<file path="src/hw/rtl/arfp_pkg.sv">
// types and constants of the report frame parser
package arfp_pkg;

   localparam int ACC_W   = 14;
   localparam int ADDR_W  = 24;
   localparam int TYPE_W  = 7;
   localparam int ERR_W   = 7;
   localparam int POWER_W = 8;
   localparam int COUNT_W = 5;
   localparam int INDEX_W = 4;

   localparam logic [7:0] CHAR_ZERO       = 8'h30;
   localparam logic [7:0] CHAR_NINE       = 8'h39;
   localparam logic [7:0] CMD_REPORT_CHAR = 8'h31;
   localparam int         DECIMAL_BASE    = 10;
   localparam int         REPORT_FIXED_LEN = 7;

   localparam int QUEUE_DEPTH = 4;

   localparam logic KIND_HEADER = 1'b0;
   localparam logic KIND_VALUE  = 1'b1;

   typedef enum logic [2:0] {
      TAG_START,
      TAG_ADDR,
      TAG_LEN,
      TAG_TYPE,
      TAG_ERR,
      TAG_POW,
      TAG_VAL
   } tag_type;

   // one classified byte handed from the front to the back
   typedef struct packed {
      tag_type    tag;
      logic       first;
      logic       fin;
      logic [7:0] data;
   } entry_type;

endpackage

</file>
<file path="src/hw/rtl/arfp_if.sv">
// handshake channels of the report frame parser
interface arfp_req_if;
   logic       valid;
   logic       ready;
   logic [7:0] in_byte;
   logic       frame_start;

   modport source (output valid, output in_byte, output frame_start, input ready);
   modport sink (input valid, input in_byte, input frame_start, output ready);
endinterface

interface arfp_rsp_if;
   logic        valid;
   logic        ready;
   logic        result_kind;
   logic [23:0] sensor_address;
   logic [6:0]  device_type;
   logic [6:0]  error_code;
   logic [7:0]  power_level;
   logic [4:0]  value_count;
   logic [13:0] sample_value;
   logic [3:0]  sample_index;
   logic        last;

   modport source (
      output valid, output result_kind, output sensor_address, output device_type,
      output error_code, output power_level, output value_count, output sample_value,
      output sample_index, output last, input ready
   );
   modport sink (
      input valid, input result_kind, input sensor_address, input device_type,
      input error_code, input power_level, input value_count, input sample_value,
      input sample_index, input last, output ready
   );
endinterface

</file>
<file path="src/hw/rtl/arfp_front.sv">
// front end: tracks the byte position and tags each byte with its field
module arfp_front #(
   parameter int ADDRESS_BYTES = 3,
   parameter int VALUE_DIGITS  = 4
) (
   input  logic                clock,
   input  logic                reset,
   arfp_req_if.sink            req_ch,
   input  logic                q_full,
   output logic                q_push,
   output arfp_pkg::entry_type q_entry
);
   import arfp_pkg::*;

   localparam int POS_ADDR = 1;
   localparam int POS_CMD  = POS_ADDR + ADDRESS_BYTES;
   localparam int POS_LEN  = POS_CMD + 2;
   localparam int POS_TYPE = POS_LEN + 4;
   localparam int POS_ERR  = POS_TYPE + 2;
   localparam int POS_POW  = POS_ERR + 2;
   localparam int POS_VAL  = POS_POW + 3;
   localparam int POS_END  = POS_VAL + VALUE_DIGITS - 1;
   localparam int POS_W    = $clog2(POS_END + 1);

   logic [POS_W-1:0] pos_ff, pos_in;
   logic             accept;

   assign req_ch.ready = !q_full;
   assign accept       = req_ch.valid && !q_full;

   always_comb begin
      pos_in        = pos_ff;
      q_push        = 1'b0;
      q_entry.tag   = TAG_ADDR;
      q_entry.first = 1'b0;
      q_entry.fin   = 1'b0;
      q_entry.data  = req_ch.in_byte;
      if (accept) begin
         if (req_ch.frame_start) begin
            q_push      = 1'b1;
            q_entry.tag = TAG_START;
            pos_in      = POS_W'(POS_ADDR);
         end else if (pos_ff == '0) begin
            pos_in = '0;
         end else if (pos_ff < POS_W'(POS_CMD)) begin
            q_push = 1'b1;
            pos_in = pos_ff + 1'b1;
         end else if (pos_ff == POS_W'(POS_CMD)) begin
            pos_in = pos_ff + 1'b1;
         end else if (pos_ff == POS_W'(POS_CMD + 1)) begin
            // only report frames go on
            pos_in = (req_ch.in_byte == CMD_REPORT_CHAR) ? pos_ff + 1'b1 : '0;
         end else if (pos_ff < POS_W'(POS_TYPE)) begin
            q_push        = 1'b1;
            q_entry.tag   = TAG_LEN;
            q_entry.first = (pos_ff == POS_W'(POS_LEN));
            q_entry.fin   = (pos_ff == POS_W'(POS_TYPE - 1));
            pos_in        = pos_ff + 1'b1;
         end else if (pos_ff < POS_W'(POS_ERR)) begin
            q_push        = 1'b1;
            q_entry.tag   = TAG_TYPE;
            q_entry.first = (pos_ff == POS_W'(POS_TYPE));
            q_entry.fin   = (pos_ff == POS_W'(POS_ERR - 1));
            pos_in        = pos_ff + 1'b1;
         end else if (pos_ff < POS_W'(POS_POW)) begin
            q_push        = 1'b1;
            q_entry.tag   = TAG_ERR;
            q_entry.first = (pos_ff == POS_W'(POS_ERR));
            q_entry.fin   = (pos_ff == POS_W'(POS_POW - 1));
            pos_in        = pos_ff + 1'b1;
         end else if (pos_ff < POS_W'(POS_VAL)) begin
            q_push        = 1'b1;
            q_entry.tag   = TAG_POW;
            q_entry.first = (pos_ff == POS_W'(POS_POW));
            q_entry.fin   = (pos_ff == POS_W'(POS_VAL - 1));
            pos_in        = pos_ff + 1'b1;
         end else begin
            // value section cycles; the back end decides where the frame ends
            q_push        = 1'b1;
            q_entry.tag   = TAG_VAL;
            q_entry.first = (pos_ff == POS_W'(POS_VAL));
            q_entry.fin   = (pos_ff == POS_W'(POS_END));
            pos_in        = q_entry.fin ? POS_W'(POS_VAL) : pos_ff + 1'b1;
         end
      end
   end

   always_ff @(posedge clock) begin
      if (reset) begin
         pos_ff <= '0;
      end else begin
         pos_ff <= pos_in;
      end
   end

endmodule

</file>
<file path="src/hw/rtl/arfp_queue.sv">
// short queue of tagged bytes between front and back
module arfp_queue (
   input  logic                clock,
   input  logic                reset,
   input  logic                push,
   input  arfp_pkg::entry_type push_entry,
   output logic                full,
   input  logic                pop,
   output logic                empty,
   output arfp_pkg::entry_type pop_entry
);
   import arfp_pkg::*;

   localparam int PTR_W = $clog2(QUEUE_DEPTH);
   localparam int CNT_W = $clog2(QUEUE_DEPTH + 1);

   entry_type        mem_ff [QUEUE_DEPTH];
   logic [PTR_W-1:0] wr_ptr_ff, rd_ptr_ff;
   logic [CNT_W-1:0] count_ff;
   logic             do_push, do_pop;

   assign full      = (count_ff == CNT_W'(QUEUE_DEPTH));
   assign empty     = (count_ff == '0);
   assign do_push   = push && !full;
   assign do_pop    = pop && !empty;
   assign pop_entry = mem_ff[rd_ptr_ff];

   always_ff @(posedge clock) begin
      if (do_push) begin
         mem_ff[wr_ptr_ff] <= push_entry;
      end
   end

   always_ff @(posedge clock) begin
      if (reset) begin
         wr_ptr_ff <= '0;
         rd_ptr_ff <= '0;
         count_ff  <= '0;
      end else begin
         if (do_push) begin
            wr_ptr_ff <= (wr_ptr_ff == PTR_W'(QUEUE_DEPTH - 1)) ? '0 : wr_ptr_ff + 1'b1;
         end
         if (do_pop) begin
            rd_ptr_ff <= (rd_ptr_ff == PTR_W'(QUEUE_DEPTH - 1)) ? '0 : rd_ptr_ff + 1'b1;
         end
         if (do_push && !do_pop) begin
            count_ff <= count_ff + 1'b1;
         end else if (do_pop && !do_push) begin
            count_ff <= count_ff - 1'b1;
         end
      end
   end

endmodule

</file>
<file path="src/hw/rtl/arfp_back.sv">
// back end: decimal conversion, field stores and the result register
module arfp_back #(
   parameter int MAX_VALUES   = 16,
   parameter int VALUE_DIGITS = 4
) (
   input  logic                clock,
   input  logic                reset,
   input  logic                q_empty,
   input  arfp_pkg::entry_type q_entry,
   output logic                q_pop,
   arfp_rsp_if.source          rsp_ch
);
   import arfp_pkg::*;

   localparam int CNT_W   = $clog2(MAX_VALUES + 1);
   localparam int CAP     = MAX_VALUES * VALUE_DIGITS;
   localparam int X_W     = $clog2(CAP + 1);
   localparam int SHIFT   = 16;
   localparam int RECIP   = ((1 << SHIFT) + VALUE_DIGITS - 1) / VALUE_DIGITS;
   localparam int RECIP_W = SHIFT + 1;
   localparam int PROD_W  = X_W + RECIP_W;

   logic              active_ff, active_in;
   logic [ACC_W-1:0]  acc_ff, acc_in;
   logic              stop_ff, stop_in;
   logic [ADDR_W-1:0] addr_ff, addr_in;
   logic [ACC_W-1:0]  len_ff, len_in;
   logic [TYPE_W-1:0] type_ff, type_in;
   logic [ERR_W-1:0]  err_ff, err_in;
   logic [CNT_W-1:0]  rem_ff, rem_in;
   logic [INDEX_W-1:0] vidx_ff, vidx_in;
   logic [CNT_W-1:0]  count_ff, count_in;

   logic              out_valid_ff, out_valid_in;
   logic              kind_ff, kind_in;
   logic [POWER_W-1:0] power_ff, power_in;
   logic [ACC_W-1:0]  sample_ff, sample_in;
   logic [INDEX_W-1:0] sidx_ff, sidx_in;
   logic              last_ff, last_in;

   logic [ACC_W-1:0]  acc_base, acc_new;
   logic              stop_base, stop_new, is_digit;
   logic [7:0]        digit;
   logic [ACC_W-1:0]  len_less;
   logic [X_W-1:0]    x_small;
   logic [PROD_W-1:0] prod;
   logic [CNT_W-1:0]  rem_dec;

   assign q_pop = !q_empty && (!out_valid_ff || rsp_ch.ready);

   // digit step of the current field
   always_comb begin
      acc_base  = q_entry.first ? '0 : acc_ff;
      stop_base = q_entry.first ? 1'b0 : stop_ff;
      is_digit  = (q_entry.data >= CHAR_ZERO) && (q_entry.data <= CHAR_NINE);
      digit     = q_entry.data - CHAR_ZERO;
      if (!stop_base && is_digit) begin
         acc_new  = acc_base * ACC_W'(DECIMAL_BASE) + ACC_W'(digit);
         stop_new = 1'b0;
      end else begin
         acc_new  = acc_base;
         stop_new = 1'b1;
      end
   end

   // value count from the stored length, by reciprocal multiply
   always_comb begin
      len_less = len_ff - ACC_W'(REPORT_FIXED_LEN);
      x_small  = X_W'(len_less);
      prod     = PROD_W'(x_small) * PROD_W'(RECIP);
      if (len_ff < ACC_W'(REPORT_FIXED_LEN)) begin
         count_in = '0;
      end else if (len_less >= ACC_W'(CAP)) begin
         count_in = CNT_W'(MAX_VALUES);
      end else begin
         count_in = prod[SHIFT +: CNT_W];
      end
   end

   assign rem_dec = rem_ff - 1'b1;

   always_comb begin
      active_in    = active_ff;
      acc_in       = acc_ff;
      stop_in      = stop_ff;
      addr_in      = addr_ff;
      len_in       = len_ff;
      type_in      = type_ff;
      err_in       = err_ff;
      rem_in       = rem_ff;
      vidx_in      = vidx_ff;
      out_valid_in = out_valid_ff && !rsp_ch.ready;
      kind_in      = kind_ff;
      power_in     = power_ff;
      sample_in    = sample_ff;
      sidx_in      = sidx_ff;
      last_in      = last_ff;
      if (q_pop) begin
         if (q_entry.tag == TAG_START) begin
            active_in = 1'b1;
            acc_in    = '0;
            stop_in   = 1'b0;
            addr_in   = '0;
            len_in    = '0;
            type_in   = '0;
            err_in    = '0;
            rem_in    = '0;
            vidx_in   = '0;
         end else if (active_ff) begin
            case (q_entry.tag)
               TAG_ADDR: begin
                  addr_in = {addr_ff[ADDR_W-9:0], q_entry.data};
               end
               TAG_LEN: begin
                  acc_in  = acc_new;
                  stop_in = stop_new;
                  if (q_entry.fin) begin
                     len_in = acc_new;
                  end
               end
               TAG_TYPE: begin
                  acc_in  = acc_new;
                  stop_in = stop_new;
                  if (q_entry.fin) begin
                     type_in = acc_new[TYPE_W-1:0];
                  end
               end
               TAG_ERR: begin
                  acc_in  = acc_new;
                  stop_in = stop_new;
                  if (q_entry.fin) begin
                     err_in = acc_new[ERR_W-1:0];
                  end
               end
               TAG_POW: begin
                  acc_in  = acc_new;
                  stop_in = stop_new;
                  if (q_entry.fin) begin
                     out_valid_in = 1'b1;
                     kind_in      = KIND_HEADER;
                     power_in     = acc_new[POWER_W-1:0];
                     sample_in    = '0;
                     sidx_in      = '0;
                     last_in      = (count_ff == '0);
                     vidx_in      = '0;
                     rem_in       = count_ff;
                     active_in    = (count_ff != '0);
                  end
               end
               TAG_VAL: begin
                  acc_in  = acc_new;
                  stop_in = stop_new;
                  if (q_entry.fin) begin
                     out_valid_in = 1'b1;
                     kind_in      = KIND_VALUE;
                     power_in     = '0;
                     sample_in    = acc_new;
                     sidx_in      = vidx_ff;
                     last_in      = (rem_dec == '0);
                     rem_in       = rem_dec;
                     vidx_in      = vidx_ff + 1'b1;
                     active_in    = (rem_dec != '0);
                  end
               end
               default: begin
                  active_in = active_ff;
               end
            endcase
         end
      end
   end

   always_ff @(posedge clock) begin
      if (reset) begin
         active_ff    <= 1'b0;
         acc_ff       <= '0;
         stop_ff      <= 1'b0;
         addr_ff      <= '0;
         len_ff       <= '0;
         type_ff      <= '0;
         err_ff       <= '0;
         rem_ff       <= '0;
         vidx_ff      <= '0;
         out_valid_ff <= 1'b0;
      end else begin
         active_ff    <= active_in;
         acc_ff       <= acc_in;
         stop_ff      <= stop_in;
         addr_ff      <= addr_in;
         len_ff       <= len_in;
         type_ff      <= type_in;
         err_ff       <= err_in;
         rem_ff       <= rem_in;
         vidx_ff      <= vidx_in;
         out_valid_ff <= out_valid_in;
      end
   end

   always_ff @(posedge clock) begin
      count_ff  <= count_in;
      kind_ff   <= kind_in;
      power_ff  <= power_in;
      sample_ff <= sample_in;
      sidx_ff   <= sidx_in;
      last_ff   <= last_in;
   end

   assign rsp_ch.valid          = out_valid_ff;
   assign rsp_ch.result_kind    = kind_ff;
   assign rsp_ch.sensor_address = addr_ff;
   assign rsp_ch.device_type    = type_ff;
   assign rsp_ch.error_code     = err_ff;
   assign rsp_ch.power_level    = power_ff;
   assign rsp_ch.value_count    = COUNT_W'(count_ff);
   assign rsp_ch.sample_value   = sample_ff;
   assign rsp_ch.sample_index   = sidx_ff;
   assign rsp_ch.last           = last_ff;

endmodule

</file>
<file path="src/hw/rtl/ascii_report_frame_parser.sv">
// byte-serial parser of fixed-layout ascii sensor reports, one result per field group
// throughput: one byte per cycle sustained as long as each result is taken when shown
// rsp_ch.valid rises once the completing byte has passed through the queue and set the result register
// a waiting result stalls the back; the four-entry queue then holds up to four more tagged bytes
// reset (synchronous, active high) empties the queue and the result register
// and leaves both halves idle until a byte with frame_start is transferred
module ascii_report_frame_parser #(
   parameter int ADDRESS_BYTES = 3,
   parameter int MAX_VALUES    = 16,
   parameter int VALUE_DIGITS  = 4
) (
   input  logic       clock,
   input  logic       reset,
   arfp_req_if.sink   req_ch,
   arfp_rsp_if.source rsp_ch
);
   import arfp_pkg::*;

   // front to queue
   logic      q_push;
   entry_type q_push_entry;
   logic      q_full;

   // queue to back
   logic      q_pop;
   logic      q_empty;
   entry_type q_pop_entry;

   // front: byte position and field tagging, stalls only on a full queue
   arfp_front #(
      .ADDRESS_BYTES (ADDRESS_BYTES),
      .VALUE_DIGITS  (VALUE_DIGITS)
   ) u_front (
      .clock   (clock),
      .reset   (reset),
      .req_ch  (req_ch),
      .q_full  (q_full),
      .q_push  (q_push),
      .q_entry (q_push_entry)
   );

   // decouples the byte stream from output stalls
   arfp_queue u_queue (
      .clock      (clock),
      .reset      (reset),
      .push       (q_push),
      .push_entry (q_push_entry),
      .full       (q_full),
      .pop        (q_pop),
      .empty      (q_empty),
      .pop_entry  (q_pop_entry)
   );

   // back: decimal fields, value counting and the result register
   arfp_back #(
      .MAX_VALUES   (MAX_VALUES),
      .VALUE_DIGITS (VALUE_DIGITS)
   ) u_back (
      .clock   (clock),
      .reset   (reset),
      .q_empty (q_empty),
      .q_entry (q_pop_entry),
      .q_pop   (q_pop),
      .rsp_ch  (rsp_ch)
   );

endmodule

</file>
<file path="src/flat_wrapper.sv">
// flat-port wrapper written by rule: the top's interface ports become plain ports
module ascii_report_frame_parser_flat import arfp_pkg::*;
#(
   parameter int ADDRESS_BYTES = 3,
   parameter int MAX_VALUES    = 16,
   parameter int VALUE_DIGITS  = 4
)
  (clock, reset, req_ch_valid, req_ch_in_byte, req_ch_frame_start, req_ch_ready, rsp_ch_valid, rsp_ch_result_kind, rsp_ch_sensor_address, rsp_ch_device_type, rsp_ch_error_code, rsp_ch_power_level, rsp_ch_value_count, rsp_ch_sample_value, rsp_ch_sample_index, rsp_ch_last, rsp_ch_ready);
  arfp_req_if req_ch_i ();
  arfp_rsp_if rsp_ch_i ();
  input  logic clock;
  input  logic reset;
  input wire logic [$bits(req_ch_i.valid)-1:0] req_ch_valid;
  input wire logic [$bits(req_ch_i.in_byte)-1:0] req_ch_in_byte;
  input wire logic [$bits(req_ch_i.frame_start)-1:0] req_ch_frame_start;
  output wire logic [$bits(req_ch_i.ready)-1:0] req_ch_ready;
  output wire logic [$bits(rsp_ch_i.valid)-1:0] rsp_ch_valid;
  output wire logic [$bits(rsp_ch_i.result_kind)-1:0] rsp_ch_result_kind;
  output wire logic [$bits(rsp_ch_i.sensor_address)-1:0] rsp_ch_sensor_address;
  output wire logic [$bits(rsp_ch_i.device_type)-1:0] rsp_ch_device_type;
  output wire logic [$bits(rsp_ch_i.error_code)-1:0] rsp_ch_error_code;
  output wire logic [$bits(rsp_ch_i.power_level)-1:0] rsp_ch_power_level;
  output wire logic [$bits(rsp_ch_i.value_count)-1:0] rsp_ch_value_count;
  output wire logic [$bits(rsp_ch_i.sample_value)-1:0] rsp_ch_sample_value;
  output wire logic [$bits(rsp_ch_i.sample_index)-1:0] rsp_ch_sample_index;
  output wire logic [$bits(rsp_ch_i.last)-1:0] rsp_ch_last;
  input wire logic [$bits(rsp_ch_i.ready)-1:0] rsp_ch_ready;
  assign req_ch_i.valid = req_ch_valid;
  assign req_ch_i.in_byte = req_ch_in_byte;
  assign req_ch_i.frame_start = req_ch_frame_start;
  assign req_ch_ready = req_ch_i.ready;
  assign rsp_ch_valid = rsp_ch_i.valid;
  assign rsp_ch_result_kind = rsp_ch_i.result_kind;
  assign rsp_ch_sensor_address = rsp_ch_i.sensor_address;
  assign rsp_ch_device_type = rsp_ch_i.device_type;
  assign rsp_ch_error_code = rsp_ch_i.error_code;
  assign rsp_ch_power_level = rsp_ch_i.power_level;
  assign rsp_ch_value_count = rsp_ch_i.value_count;
  assign rsp_ch_sample_value = rsp_ch_i.sample_value;
  assign rsp_ch_sample_index = rsp_ch_i.sample_index;
  assign rsp_ch_last = rsp_ch_i.last;
  assign rsp_ch_i.ready = rsp_ch_ready;
  ascii_report_frame_parser #(.ADDRESS_BYTES(ADDRESS_BYTES), .MAX_VALUES(MAX_VALUES), .VALUE_DIGITS(VALUE_DIGITS)) u_core (.clock(clock), .reset(reset), .req_ch(req_ch_i), .rsp_ch(rsp_ch_i));
endmodule
</file>
<file path="config.mk">
export PLATFORM = sky130hd
export DESIGN_NAME = ascii_report_frame_parser_flat
export DESIGN_NICKNAME = d
export VERILOG_FILES = /design/src/hw/rtl/arfp_pkg.sv /design/src/hw/rtl/arfp_if.sv /design/src/hw/rtl/arfp_front.sv /design/src/hw/rtl/arfp_queue.sv /design/src/hw/rtl/arfp_back.sv /design/src/hw/rtl/ascii_report_frame_parser.sv /design/src/flat_wrapper.sv
export SDC_FILE = /design/constraint.sdc
export NUM_CORES = 1
export LEC_CHECK = 0
export BUFFER_PORTS_ARGS = -buffer_cell sky130_fd_sc_hd__buf_4
export CAP_MARGIN = 20
export CORE_MARGIN = 5
export CORE_UTILIZATION = 30
export CTS_CLUSTER_DIAMETER = 100
export DETAILED_ROUTE_END_ITERATION = 8
export SYNTH_ARGS = -nofsm -noshare
export SYNTH_HDL_FRONTEND = slang
export SYNTH_HIERARCHICAL = 1
export SYNTH_SLANG_ARGS = --single-unit
</file>
<file path="constraint.sdc">
create_clock -name clock -period 5.4 [get_ports clock]
set_input_delay 0.54 -clock clock [delete_from_list [all_inputs] [get_ports clock]]
set_output_delay 0.54 -clock clock [all_outputs]
set_load 0.03 [all_outputs]
</file>
==> flow_summary.toml <==
[pwr]
pwr-share-comb_pct = 26.2
p_int_mw = 2.47
swShare_pct = 33.4
power_frac_clock_pct = 33.0
ir_drop_v = 0.000221
leakagePower_nw = 3.84
seqPwrFrac_pct = 40.8
switching_power_mw = 1.24
p_per_area_nw_per_um2 = 362

[route]
routed_wl_mm = 20.8
routedWlPerCell_um = 15.7
dr.first_iter.drc_count = 505
drt_pass1_iterations = 5
num_vias = 6675
viasPerCell = 5.03
drc = 0
antenna_left = 0

[logic_synthesis]
yosysTopAreaCell = "edfxtp_1"
synth_fp_nets = 923
ys_types = 79
ys_top_cells_by_area = "edfxtp_1, dfxtp_1, ha_1, a21oi_1, nand2_1"
synth_cells = 870
synth_top_area_share_pct = 27.6
ys_warn_count = 6
synth_seq_cells = 177
synthArstFlopShare_pct = 0
synth_edf_count = 80
seq_area_frac_synth_pct = 49.8
syn_area_sq_um = 8710
ys.flop_type = "dfxtp_1"
syn_avg_cell_area_sq_um = 10.0

[global_route]
grt_pass1_vias = 6511
gr-total-overflow = 0
groute.usage.overall_pct = 12.6
grt_first_pass_wirelength_mm = 34.1
antenna_found_initial = 0
grt_max_degree = 70

[floorplan]
initial_core_util_pct = 30.4
coreArea_sq_um = 28700
die_height_um = 180
dieWidth_um = 180
rows = 62
io_pins = 86
die-area_sq_um = 32600

[timing]
timing.hold.ws_ns = 0.336
max_slew_margin_pct = 37.8
period_share_pct = 81.2
rsz0062_at_grt = "no"
layout_setup_ws_ns = 1.01
final_hold_viol_count = 0
max_freq_mhz = 228
min_period_ns = 4.39
tightest_slew_ns = 0.930
tns_ns = 0
finalSetupViolations = 0
slew_violations = 0
finalClockSkew_ns = 0.0164

[clocking]
cts_setup_buffers = 0
postCtsHoldBufs = 0
htree_levels = 4
path_clk_slew_ns = 0.07
clock_tree.buffer_depth = 2
cts_root_buf = "clkbuf_16"
insertion_delay_ns = 0.43
cts_tree = "yes"
cts_resized = 0
cts_buffers = 17
cts.sinks = 177

[min_path]
hold_path_class = "primary input to flop"
holdPathStages = 1

[placed_design]
hpwl_mm = 14.8
gp_congestion = 0.810
port_buffers = 85
pre_cts_slack_ns = 1.06

[worst_setup_path]
end_kind = "flop"
criticalPathCategory = "flop to flop"
arrival_ns = 4.57
r2r_cells = 16
cp_max_fo = 18
required_ns = 5.58
critPathLaunchType = "flop"

[cells_and_area]
layout_common_cells = "dfxtp_1, buf_4, a21oi_1, nand2_1, nor2_1"
final_util_pct = 35.6
drive_gt1_share_pct = 17.7
layout.cells.most_common = "dfxtp_1"
multi_input_comb_area_sq_um = 4000
area_growth_pct = 17.4
regArea_sq_um = 4340
fillerInstances = 2924
nets = 984
diodes = 0

[run_status]
status = "finished clean"

[run]
drv_cap = 0
==> stage by stage <==
stage               cell area (sq um)  total power [mW]  cells
global route                    10200              3.90   1328
detailed placement               9640              2.51   1296
global placement                 9640              2.51   1296
floorplan                        8710              2.26    870
CTS                             10200              3.74   1328
finish                          10200              3.71   1328
==> layout make-up <==
class	instances	area share, %
Tap cell	384	4.70
Inverter	28	1.08
Multi-Input combinational cell	613	39.1
Clock inverter	15	1.57
Clock buffer	17	4.16
Timing Repair Buffer	94	6.90
Sequential cell	177	42.5
==> per-layer routing <==
layer | part of all wire, % | vias up | routed length [um] | global-route usage, %
li1 | - | 3266 | - | -
met1 | 48 | 3229 | 10000 | 17.4
met2 | 47 | 157 | 9730 | 20.3
met3 | 3.9 | 23 | 819 | 2.60
met4 | 1.2 | 0 | 246 | 2.96
met5 | 0 | - | 0 | 0
==> power groups by stage <==
| stage | clock network [mW] | registers, mW | logic [mW] |
|---|---|---|---|
| 2_1_floorplan | 0 | 1.55 | 0.708 |
| 3_3_place_gp | 0 | 1.54 | 0.965 |
| 3_5_place_dp | 0 | 1.54 | 0.969 |
| 4_1_cts | 1.25 | 1.51 | 0.977 |
| 5_1_grt | 1.31 | 1.52 | 1.07 |
| 6_report | 1.22 | 1.51 | 0.972 |
==> final timing paths <==
check	end	slack, ns	start
setup / recovery	u_core/u_back/rsp_ch.sample_value[13]	1.01	u_core/u_queue/mem_ff[3][9]
hold / removal	u_core/u_queue/mem_ff[2][6]	0.34	req_ch_in_byte[6]
setup reg to reg	u_core/u_back/rsp_ch.sample_value[13]	1.01	u_core/u_queue/mem_ff[3][9]
hold reg to reg	u_core/u_back/acc_ff[8]	0.45	u_core/u_back/acc_ff[8]
==> critical path: stages (launching register included) <==
cell      delay, ns
edfxtp_1       0.37
mux4_2         0.67
nor2b_1        0.30
ha_1           0.30
ha_1           0.31
a21oi_1        0.27
nor2b_1        0.08
nor3_1         0.14
nor2_1         0.06
ha_1           0.34
nand2_1        0.06
o21ai_0        0.26
or3_1          0.19
o221ai_2       0.12
nor4b_2        0.31
xnor2_1        0.14
a32o_1         0.22
==> state kept, by name (all words and copies together) (netlist names), named ones only <==
| register | cells |
|---|---|
| u_core/u_queue/mem_ff | 52 |
| u_core/u_back/rsp_ch.sensor_address | 24 |
| u_core/u_back/acc_ff | 14 |
| u_core/u_back/len_ff | 14 |
| u_core/u_back/rsp_ch.sample_value | 14 |
| u_core/u_back/rsp_ch.power_level | 8 |
| u_core/u_back/rsp_ch.device_type | 7 |
| u_core/u_back/rsp_ch.error_code | 7 |
| u_core/u_back/rem_ff | 5 |
| u_core/u_back/rsp_ch.value_count | 5 |
| u_core/u_front/pos_ff | 5 |
| u_core/u_back/rsp_ch.sample_index | 4 |
| u_core/u_back/vidx_ff | 4 |
| u_core/u_queue/count_ff | 3 |
| u_core/u_queue/rd_ptr_ff | 2 |
| u_core/u_queue/wr_ptr_ff | 2 |
| u_core/u_back/active_ff | 1 |
| u_core/u_back/rsp_ch.last | 1 |
| u_core/u_back/rsp_ch.result_kind | 1 |
| u_core/u_back/rsp_ch.valid | 1 |
| u_core/u_back/stop_ff | 1 |
==> cell families after synthesis <==
kind of cell | count (synthesis) | share of synthesized area, %
buffers and inverters | 80 | 4.21
multiplexers | 25 | 4.74
XOR/XNOR | 27 | 2.71
adder cells (fa/ha/maj) | 41 | 6.04
AND/OR/NAND/NOR | 333 | 19.0
AO/OA/AOI/OAI | 187 | 13.5
flip-flops | 177 | 49.8
==> synth_stat cells (all sizes together), types with 3 or more instances <==
library cell,count
mux4,13
xor2,8
and3,15
nor3b,5
dfxtp,97
nand4b,3
a211oi,5
xnor2,19
inv,27
nand2,82
nor4b,3
a31oi,8
a32o,5
nor4,4
mux2i,12
nand3,53
o21ai,46
ha,38
nor2,83
or3,8
nand4,9
nand2b,10
edfxtp,80
nor3,22
nor2b,18
a21o,4
buf,21
and2,9
a21oi,84
o31ai,9
o221ai,3
clkbuf,31
(Power assumes the default switching activity.)
